$ cat config.mk
export PLATFORM = sky130hd
export DESIGN_NAME = sorted_expiry_timer_queue_flat
export DESIGN_NICKNAME = d
export VERILOG_FILES = /design/src/design/setq_pkg.sv /design/src/design/setq_ifs.sv /design/src/design/setq_front.sv /design/src/design/setq_back.sv /design/src/design/sorted_expiry_timer_queue.sv /design/src/flat_wrapper.sv
export SDC_FILE = /design/constraint.sdc
export NUM_CORES = 2
export LEC_CHECK = 0
export BUFFER_PORTS_ARGS = -buffer_cell sky130_fd_sc_hd__buf_2
export CAP_MARGIN = 0
export CORE_UTILIZATION = 33
export CTS_CLUSTER_DIAMETER = 40
export DETAILED_ROUTE_END_ITERATION = 12
export PLACE_DENSITY = 0.47
export SETUP_SLACK_MARGIN = 0.5
export SLEW_MARGIN = 10
export SYNTH_ARGS = -nofsm -noshare
export SYNTH_HDL_FRONTEND = slang
export SYNTH_SLANG_ARGS = --single-unit
$ cat constraint.sdc
create_clock -name clk -period 8.72 [get_ports clk]
set_clock_uncertainty 0.05 [all_clocks]
set_input_delay 1.744 -clock clk [delete_from_list [all_inputs] [get_ports clk]]
set_output_delay 1.744 -clock clk [all_outputs]
set_load 0.02 [all_outputs]
$ cat src/design/setq_pkg.sv
// ---------------------------------------------------------------------------
// setq_pkg
// Shared types and codes for the sorted expiry timer queue.
// ---------------------------------------------------------------------------
package setq_pkg;

    localparam int ID_W   = 8;
    localparam int TIME_W = 32;
    localparam int CNT_W  = 7;
    localparam int MAX_FIRE = 16;
    localparam int FIRE_W   = $clog2(MAX_FIRE);

    localparam logic [1:0] CMD_INSERT = 2'd0;
    localparam logic [1:0] CMD_REMOVE = 2'd1;
    localparam logic [1:0] CMD_ADJUST = 2'd2;
    localparam logic [1:0] CMD_TICK   = 2'd3;

    localparam logic [2:0] ST_DONE      = 3'd0;
    localparam logic [2:0] ST_FULL      = 3'd1;
    localparam logic [2:0] ST_NOT_FOUND = 3'd2;
    localparam logic [2:0] ST_DUPLICATE = 3'd3;
    localparam logic [2:0] ST_FIRED     = 3'd4;

    // classified command word passed from front to back
    typedef struct packed {
        logic [1:0]        cmd;
        logic [ID_W-1:0]   id;
        logic [TIME_W-1:0] tval;
    } op_t;

    // back end status seen by the top level
    typedef struct packed {
        logic [CNT_W-1:0] count;
        logic             busy;
    } back_stat_t;

endpackage

$ cat src/design/setq_ifs.sv
// ---------------------------------------------------------------------------
// setq_ifs
// Command and result channels of the timer queue.
// ---------------------------------------------------------------------------
interface setq_cmd_if;
    logic        valid;
    logic        ready;
    logic [1:0]  command;
    logic [7:0]  timer_id;
    logic [31:0] expire_time;
    logic [31:0] now_time;

    modport source (output valid, command, timer_id, expire_time, now_time, input ready);
    modport sink   (input valid, command, timer_id, expire_time, now_time, output ready);
endinterface

interface setq_res_if;
    logic       valid;
    logic       ready;
    logic [2:0] status;
    logic [7:0] fired_id;
    logic       last;

    modport source (output valid, status, fired_id, last, input ready);
    modport sink   (input valid, status, fired_id, last, output ready);
endinterface

$ cat src/design/setq_front.sv
// ---------------------------------------------------------------------------
// setq_front
// Accepts command words, masks fields and queues them for the back end.
// ---------------------------------------------------------------------------
module setq_front #(
    parameter int ID_BITS   = 8,
    parameter int TIME_BITS = 32
) (
    input  logic           clk,
    input  logic           rst_n,
    setq_cmd_if.sink       cmd_ch,
    output setq_pkg::op_t  q_op,
    output logic           q_valid,
    input  logic           q_pop
);
    import setq_pkg::*;

    localparam logic [ID_W-1:0] ID_MASK =
        (ID_BITS >= ID_W) ? {ID_W{1'b1}} : ID_W'((64'd1 << ID_BITS) - 64'd1);
    localparam logic [TIME_W-1:0] TIME_MASK =
        (TIME_BITS >= TIME_W) ? {TIME_W{1'b1}} : TIME_W'((64'd1 << TIME_BITS) - 64'd1);

    op_t        buf_reg [2];
    logic       wr_ptr_reg, rd_ptr_reg;
    logic [1:0] cnt_reg;
    op_t        in_op;
    logic       push;

    // tick carries the current time, the others carry an expiry
    always_comb
    begin
        in_op.cmd  = cmd_ch.command;
        in_op.id   = cmd_ch.timer_id & ID_MASK;
        in_op.tval = ((cmd_ch.command == CMD_TICK) ? cmd_ch.now_time : cmd_ch.expire_time)
                     & TIME_MASK;
    end

    assign cmd_ch.ready = (cnt_reg != 2'd2);
    assign push         = cmd_ch.valid && cmd_ch.ready;
    assign q_valid      = (cnt_reg != 2'd0);
    assign q_op         = buf_reg[rd_ptr_reg];

    always_ff @(posedge clk)
    begin
        if (push)
        begin
            buf_reg[wr_ptr_reg] <= in_op;
        end
    end

    always_ff @(posedge clk or negedge rst_n)
    begin
        if (!rst_n)
        begin
            wr_ptr_reg <= 1'b0;
            rd_ptr_reg <= 1'b0;
            cnt_reg    <= 2'd0;
        end
        else
        begin
            if (push)
            begin
                wr_ptr_reg <= ~wr_ptr_reg;
            end
            if (q_pop && q_valid)
            begin
                rd_ptr_reg <= ~rd_ptr_reg;
            end
            cnt_reg <= cnt_reg + 2'(push) - 2'(q_pop && q_valid);
        end
    end

endmodule

$ cat src/design/setq_back.sv
// ---------------------------------------------------------------------------
// setq_back
// Sorted timer store and command sequencer with a result register.
// ---------------------------------------------------------------------------
module setq_back #(
    parameter int DEPTH = 16
) (
    input  logic                 clk,
    input  logic                 rst_n,
    input  setq_pkg::op_t        q_op,
    input  logic                 q_valid,
    output logic                 q_pop,
    setq_res_if.source           res_ch,
    output setq_pkg::back_stat_t stat
);
    import setq_pkg::*;

    localparam int CW = $clog2(DEPTH + 1);

    localparam logic [1:0] S_IDLE = 2'd0;
    localparam logic [1:0] S_CMD  = 2'd1;
    localparam logic [1:0] S_ADJ  = 2'd2;
    localparam logic [1:0] S_TICK = 2'd3;

    logic [1:0]        state_reg, state_next;
    op_t               cur_reg, cur_next;
    logic [CW-1:0]     count_reg, count_next;
    logic [FIRE_W-1:0] fire_reg, fire_next;
    logic [ID_W-1:0]   ids_reg [DEPTH];
    logic [TIME_W-1:0] exp_reg [DEPTH];
    logic [ID_W-1:0]   ids_next [DEPTH];
    logic [TIME_W-1:0] exp_next [DEPTH];

    logic              ovalid_reg;
    logic [2:0]        ostatus_reg;
    logic [ID_W-1:0]   oid_reg;
    logic              olast_reg;

    logic [DEPTH-1:0]  match, at_or_after, place_ge, drop_vec;
    logic              found, can_emit, do_place, do_drop, due, emit;
    logic [2:0]        e_status;
    logic [ID_W-1:0]   e_id;
    logic              e_last;

    assign can_emit = !ovalid_reg || res_ch.ready;

    // per slot: id match, insertion boundary, drop boundary
    always_comb
    begin
        logic pre;
        pre = 1'b0;
        for (int i = 0; i < DEPTH; i++)
        begin
            match[i]    = (count_reg > CW'(i)) && (ids_reg[i] == cur_reg.id);
            place_ge[i] = (count_reg <= CW'(i)) || (cur_reg.tval <= exp_reg[i]);
            drop_vec[i] = (cur_reg.cmd == CMD_TICK) ? (i == 0) : match[i];
            pre         = pre | drop_vec[i];
            at_or_after[i] = pre;
        end
        found = |match;
        due   = (count_reg != '0) && (exp_reg[0] <= cur_reg.tval);
    end

    always_comb
    begin
        state_next = state_reg;
        cur_next   = cur_reg;
        fire_next  = fire_reg;
        q_pop      = 1'b0;
        do_place   = 1'b0;
        do_drop    = 1'b0;
        emit       = 1'b0;
        e_status   = ST_DONE;
        e_id       = '0;
        e_last     = 1'b1;
        unique case (state_reg)
            S_IDLE:
            begin
                if (q_valid)
                begin
                    q_pop      = 1'b1;
                    cur_next   = q_op;
                    fire_next  = '0;
                    state_next = (q_op.cmd == CMD_TICK) ? S_TICK : S_CMD;
                end
            end
            S_CMD:
            begin
                if (can_emit)
                begin
                    unique case (cur_reg.cmd)
                        CMD_INSERT:
                        begin
                            emit = 1'b1;
                            if (found)
                            begin
                                e_status = ST_DUPLICATE;
                            end
                            else if (count_reg >= CW'(DEPTH))
                            begin
                                e_status = ST_FULL;
                            end
                            else
                            begin
                                do_place = 1'b1;
                            end
                            state_next = S_IDLE;
                        end
                        CMD_REMOVE, CMD_ADJUST:
                        begin
                            if (!found)
                            begin
                                emit       = 1'b1;
                                e_status   = ST_NOT_FOUND;
                                state_next = S_IDLE;
                            end
                            else
                            begin
                                do_drop = 1'b1;
                                if (cur_reg.cmd == CMD_ADJUST)
                                begin
                                    state_next = S_ADJ;
                                end
                                else
                                begin
                                    emit       = 1'b1;
                                    state_next = S_IDLE;
                                end
                            end
                        end
                        default:
                        begin
                            state_next = S_IDLE;
                        end
                    endcase
                end
            end
            S_ADJ:
            begin
                if (can_emit)
                begin
                    do_place   = 1'b1;
                    emit       = 1'b1;
                    state_next = S_IDLE;
                end
            end
            S_TICK:
            begin
                if (can_emit)
                begin
                    emit = 1'b1;
                    if (due)
                    begin
                        do_drop  = 1'b1;
                        e_status = ST_FIRED;
                        e_id     = ids_reg[0];
                        // last once the next head is not due or the pop budget is spent
                        e_last   = (count_reg == CW'(1)) || (exp_reg[1] > cur_reg.tval)
                                   || (fire_reg == FIRE_W'(MAX_FIRE - 1));
                        fire_next = fire_reg + FIRE_W'(1);
                    end
                    if (e_last)
                    begin
                        state_next = S_IDLE;
                    end
                end
            end
            default:
            begin
                state_next = S_IDLE;
            end
        endcase
    end

    // shift the store open for a place, closed for a drop
    always_comb
    begin
        count_next = count_reg;
        for (int i = 0; i < DEPTH; i++)
        begin
            ids_next[i] = ids_reg[i];
            exp_next[i] = exp_reg[i];
            if (do_place && place_ge[i])
            begin
                if (i == 0 || !place_ge[(i == 0) ? 0 : i - 1])
                begin
                    ids_next[i] = cur_reg.id;
                    exp_next[i] = cur_reg.tval;
                end
                else
                begin
                    ids_next[i] = ids_reg[(i == 0) ? 0 : i - 1];
                    exp_next[i] = exp_reg[(i == 0) ? 0 : i - 1];
                end
            end
            else if (do_drop && at_or_after[i] && i < DEPTH - 1)
            begin
                ids_next[i] = ids_reg[(i < DEPTH - 1) ? i + 1 : i];
                exp_next[i] = exp_reg[(i < DEPTH - 1) ? i + 1 : i];
            end
        end
        if (do_place)
        begin
            count_next = count_reg + CW'(1);
        end
        else if (do_drop)
        begin
            count_next = count_reg - CW'(1);
        end
    end

    always_ff @(posedge clk)
    begin
        cur_reg <= cur_next;
        for (int i = 0; i < DEPTH; i++)
        begin
            ids_reg[i] <= ids_next[i];
            exp_reg[i] <= exp_next[i];
        end
        if (emit)
        begin
            ostatus_reg <= e_status;
            oid_reg     <= e_id;
            olast_reg   <= e_last;
        end
    end

    always_ff @(posedge clk or negedge rst_n)
    begin
        if (!rst_n)
        begin
            state_reg  <= S_IDLE;
            count_reg  <= '0;
            fire_reg   <= '0;
            ovalid_reg <= 1'b0;
        end
        else
        begin
            state_reg <= state_next;
            count_reg <= count_next;
            fire_reg  <= fire_next;
            if (emit)
            begin
                ovalid_reg <= 1'b1;
            end
            else if (res_ch.ready)
            begin
                ovalid_reg <= 1'b0;
            end
        end
    end

    assign res_ch.valid    = ovalid_reg;
    assign res_ch.status   = ostatus_reg;
    assign res_ch.fired_id = oid_reg;
    assign res_ch.last     = olast_reg;

    assign stat.count = CNT_W'(count_reg);
    assign stat.busy  = (state_reg != S_IDLE);

endmodule

$ cat src/design/sorted_expiry_timer_queue.sv
// ---------------------------------------------------------------------------
// sorted_expiry_timer_queue
// Timer list kept sorted by expiry with insert, remove, adjust and tick.
// ---------------------------------------------------------------------------
//  channel   dir  payload                                    handshake
//  cmd_ch    in   command, timer_id, expire_time, now_time   valid/ready
//  res_ch    out  status, fired_id, last                     valid/ready
//
//  An accepted command goes through the command queue and the command
//  register before its word loads the result register; adjust drops,
//  then places. A tick loads one word per popped timer, one per cycle
//  while the result register is free, or a done word if nothing is due.
//  The sequencer updates the whole store in one shift per cycle. A
//  two-word command queue keeps accepting while the back end works. A
//  stalled result register holds the sequencer; reset empties the list.
// ---------------------------------------------------------------------------
module sorted_expiry_timer_queue #(
    parameter int DEPTH     = 16,
    parameter int ID_BITS   = 8,
    parameter int TIME_BITS = 32
) (
    input  logic       clk,
    input  logic       rst_n,
    setq_cmd_if.sink   cmd_ch,
    setq_res_if.source res_ch
);
    import setq_pkg::*;

    op_t        q_op;
    logic       q_valid;
    logic       q_pop;
    back_stat_t stat;

    setq_front #(
        .ID_BITS   (ID_BITS),
        .TIME_BITS (TIME_BITS)
    ) u_front (
        .clk     (clk),
        .rst_n   (rst_n),
        .cmd_ch  (cmd_ch),
        .q_op    (q_op),
        .q_valid (q_valid),
        .q_pop   (q_pop)
    );

    setq_back #(
        .DEPTH (DEPTH)
    ) u_back (
        .clk     (clk),
        .rst_n   (rst_n),
        .q_op    (q_op),
        .q_valid (q_valid),
        .q_pop   (q_pop),
        .res_ch  (res_ch),
        .stat    (stat)
    );

    a_count_bound: assert property (@(posedge clk) disable iff (!rst_n)
        stat.count <= CNT_W'(DEPTH))
        else $error("timer count beyond depth");

    a_count_step: assert property (@(posedge clk) disable iff (!rst_n)
        (stat.count == $past(stat.count)) || (stat.count == $past(stat.count) + CNT_W'(1))
        || (stat.count + CNT_W'(1) == $past(stat.count)))
        else $error("timer count moved by more than one");

    a_single_last: assert property (@(posedge clk) disable iff (!rst_n)
        (res_ch.valid && res_ch.status != ST_FIRED) |-> res_ch.last)
        else $error("non-fired result without last");

    a_idle_pop: assert property (@(posedge clk) disable iff (!rst_n)
        q_pop |-> (!stat.busy && q_valid))
        else $error("queue popped while busy");

endmodule

$ cat src/flat_wrapper.sv
// flat-port wrapper written by rule: the top's interface ports become plain ports
module sorted_expiry_timer_queue_flat import setq_pkg::*;
#(
    parameter int DEPTH     = 16,
    parameter int ID_BITS   = 8,
    parameter int TIME_BITS = 32
)
  (clk, rst_n, cmd_ch_valid, cmd_ch_command, cmd_ch_timer_id, cmd_ch_expire_time, cmd_ch_now_time, cmd_ch_ready, res_ch_valid, res_ch_status, res_ch_fired_id, res_ch_last, res_ch_ready);
  setq_cmd_if cmd_ch_i ();
  setq_res_if res_ch_i ();
  input  logic clk;
  input  logic rst_n;
  input wire logic [$bits(cmd_ch_i.valid)-1:0] cmd_ch_valid;
  input wire logic [$bits(cmd_ch_i.command)-1:0] cmd_ch_command;
  input wire logic [$bits(cmd_ch_i.timer_id)-1:0] cmd_ch_timer_id;
  input wire logic [$bits(cmd_ch_i.expire_time)-1:0] cmd_ch_expire_time;
  input wire logic [$bits(cmd_ch_i.now_time)-1:0] cmd_ch_now_time;
  output wire logic [$bits(cmd_ch_i.ready)-1:0] cmd_ch_ready;
  output wire logic [$bits(res_ch_i.valid)-1:0] res_ch_valid;
  output wire logic [$bits(res_ch_i.status)-1:0] res_ch_status;
  output wire logic [$bits(res_ch_i.fired_id)-1:0] res_ch_fired_id;
  output wire logic [$bits(res_ch_i.last)-1:0] res_ch_last;
  input wire logic [$bits(res_ch_i.ready)-1:0] res_ch_ready;
  assign cmd_ch_i.valid = cmd_ch_valid;
  assign cmd_ch_i.command = cmd_ch_command;
  assign cmd_ch_i.timer_id = cmd_ch_timer_id;
  assign cmd_ch_i.expire_time = cmd_ch_expire_time;
  assign cmd_ch_i.now_time = cmd_ch_now_time;
  assign cmd_ch_ready = cmd_ch_i.ready;
  assign res_ch_valid = res_ch_i.valid;
  assign res_ch_status = res_ch_i.status;
  assign res_ch_fired_id = res_ch_i.fired_id;
  assign res_ch_last = res_ch_i.last;
  assign res_ch_i.ready = res_ch_ready;
  sorted_expiry_timer_queue #(.DEPTH(DEPTH), .ID_BITS(ID_BITS), .TIME_BITS(TIME_BITS)) u_core (.clk(clk), .rst_n(rst_n), .cmd_ch(cmd_ch_i), .res_ch(res_ch_i));
endmodule
==> run metrics <==
GRT overflow=0; vias in the first global route=~40000; synthesized cell area=52800 µm²; status=completed; main combinational cell family by area after synthesis=compound AO/OA/AOI/OAI gates; WP data arrival=between 6 and 7 ns; final setup fails=0; Power Density=426 nW/µm²; crit path time final=between 5 and 6 ns; Yosys Warn Count=0; Post-CTS Hold Buffers=0; Slew HR=14.7%; initial antenna violation count=4; hpwl dp=126 mm; cell taking the most area after synthesis=edfxtp_1; P_leak=25.9 nW; Worst-Margin Slew=1.28 ns; Num CTS Buffers=approximately 150; min-delay worst type=flip-flop to flip-flop; Reg2Reg Depth=12; Sequential Power Share=26.7%; root buffer cell=clkbuf_16; max reg flops=512; delay of the slowest critical-path stage=1.06 ns; CP required=9.07 ns; post-synthesis simple-gate area fraction=approximately 8.6%; Psw=between 0.01 and 0.015 W; Final Instance Count excl. Fillers=~7300; Synth top cells by count=778 x edfxtp_1, 529 x ha_1, 492 x inv_1; # Post-CTS Setup Buffers=0; number of flops mapped to enable cells by yosys=778; multi-input combinational cell area=about 26000 µm²; critical path's slowest cell=nor4_1; routed wire length=173 mm; max-slew violations=0; Max Fclk=167 MHz; crit path max fanout=32; Std-Cell Core Area=159000 µm²; family with the most delay on the worst path=simple AND/OR/NAND/NOR gates; Clock Power Share=24.5%; Synth Area in Compound Gates=around 14%; synth top area cells=edfxtp_1 44%, ha_1 13%, mux2i_1 8.9%, o21ai_0 4.2%, inv_1 3.5%; total negative setup slack=0 ns; H-tree Lvls=4; Vias per Instance=~5.3; Die ar.=roughly 160000 µm²; post-synthesis adder-cell area fraction=approximately an eighth; die height=402 µm; Sink Count=794; R2R Path End=u_core.u_back.exp_reg[0][10]; GP Congestion=0.836; post-route ant nets=0; Seq cells post-synth=794; Initial Utilization=33.3%; clock-pin slew on the worst setup and hold paths=0.05 ns; largest net degree at the start of global routing=roughly 80; CP bufs+invs=4; Seq/Total Area, Yosys=45.0%; DR WL/cell=about 24 µm; worst r2r src=u_core.u_back.cur_reg[28]; post-synthesis xor/xnor area fraction=2.24%; Overall Global Routing Usage=between 20% and 30%; Area Overhead vs Synth=15.9%; post_cts resized=0; Post-Synthesis Cells=5051; CTS tree=yes; total number of vias=about 39000; Worst Hold Endpoint=u_core.u_front.cnt_reg[0]; Fin. Hold Viols=0; Primary FF master, synth=edfxtp_1; Max Cap Viol=0; # port buffers=91; post-synth top area share=44.2%; crit share post-route=68.7%; RSZ-0062 raised after global routing=no; DIE WIDTH=402 µm; clk_lat worst skew=0.79 ns; most numerous cell in the Yosys netlist=edfxtp_1; Final #Nets=5729; Comb pwr share=48.9%; critical path startpoint category=flip-flop; worst-path cell chain=buf_4, inv_1, ha_1, and4_1, nand4_1, nor4_1, and3_1, o2111a_1, a21oi_4, buf_4, o21ai_4, buf_4; Switching Fraction=43.5%; Fillers=15800; Post-synth ARST share=2.02%; Sequential Area=23800 µm²; mux cell area share after synthesis=12.1%; FF-to-FF setup slack=~2.7 ns; most frequent CP cell=buf_4; global-route wire length before repair=258 mm; peak supply drop=0.482 mV; 1st-iter DRT viols=around 2600; Placed Instances=7038; Critical Path End Type=flip-flop; site row count=~150; Max clock buf depth=3; Syn Area/Cell=10.5 µm²; worst hold start=u_core.u_front.cnt_reg[0]; I/O pins=92; Pint=between 0.01 and 0.015 W; Pre-Repair DR Iteration Count=5; number of remaining DRC errors=0; Syn Nets=5658; Worst Setup Path Type=flip-flop to flip-flop; Yosys cell types=80; Min-Delay Path Depth=1; fraction of layout cells with a size suffix above 1=12.6%
logic make-up (layout without fill, tap and decap cells):
| family | Yosys count | count (layout) |
|---|---|---|
| AOI/OAI and AO/OA | 1202 | 1202 |
| xor gates and xnor gates | 135 | 135 |
| adders and majority gates | 529 | 529 |
| buffers and inverters | 777 | 976 |
| DFF | 794 | 794 |
| muxes | 617 | 617 |
| other | 0 | 1 |
| and+or+nand+nor | 997 | 997 |
power by group through the flow:
| stage | registers [W] | logic (W) | clock network, W |
|---|---|---|---|
| 2_1_floorplan | 0.00687 | 0.00868 | 0 |
| 3_3_place_gp | 0.00703 | 0.0126 | 0 |
| 3_5_place_dp | 0.00703 | 0.0128 | 0 |
| 4_1_cts | 0.00697 | 0.0128 | 0.00650 |
| 5_1_grt | 0.00706 | 0.0141 | 0.00666 |
| 6_report | 0.00696 | 0.0128 | 0.00639 |
final cells by class:
class / count / share of cell area [%]
Tap cell: 2072 / 4.23
Clock inverter: 113 / 2.50
Inverter: 492 / 3.02
Clock buffer: 171 / 6.48
Multi-Input combinational cell: 3480 / 42.9
Timing Repair Buffer: 200 / 2.08
Sequential cell: 794 / 38.8
Antenna cell: 1 / 0.00409
cell usage in the layout (no fill, tap or decap), drive strengths merged, types with 34 or more instances in the layout:
master,count
a211oi,137
a21o,94
a21oi,335
buf,200
clkbuf,171
clkinv,47
edfxtp,778
ha,529
inv,518
mux2,147
mux2i,470
nand2,385
nand3,45
nand4,104
nor2,290
nor2b,39
nor4,34
o21a,37
o21ai,473
xor2,108
per-layer routing:
metal	GRT usage, %	share of wire, %	vias up
li1	-	-	18600
met1	27.6	45	19300
met2	36.2	49	721
met3	2.74	3.2	253
met4	5.85	2.4	0
met5	0	0	-
metrics by stage:
stage / instance area (µm²) / setup slack [ns] / total power, W / hold slack (ns) / utilization, %
2_1_floorplan: 52800 / 2.53 / 0.0156 / 0.410 / -
3_3_place_gp: 55700 / 2.92 / 0.0196 / 0.460 / 35.2
3_5_place_dp: 55700 / 2.90 / 0.0198 / 0.458 / 35.2
4_1_cts: 61200 / 2.89 / 0.0263 / 0.470 / 38.6
5_1_grt: 61200 / 2.55 / 0.0278 / 0.500 / 38.6
6_report: 61200 / 2.73 / 0.0261 / 0.465 / 38.6
worst max-delay path by stage:
stage / startpoint / endpoint / cells after the start
floorplan: u_core.u_back.cur_reg[25] / u_core.u_back.exp_reg[1][64] / 12
global placement: u_core.u_back.cur_reg[29] / u_core.u_back.exp_reg[0][10] / 12
detailed placement: u_core.u_back.cur_reg[5] / u_core.u_back.ids_reg[0][7] / 13
CTS: u_core.u_back.cur_reg[5] / u_core.u_back.exp_reg[0][10] / 13
global route: u_core.u_back.cur_reg[5] / u_core.u_back.ids_reg[0][0] / 13
finish: u_core.u_back.cur_reg[28] / u_core.u_back.exp_reg[0][10] / 12
Note: power is estimated with default switching activity, not from simulation.
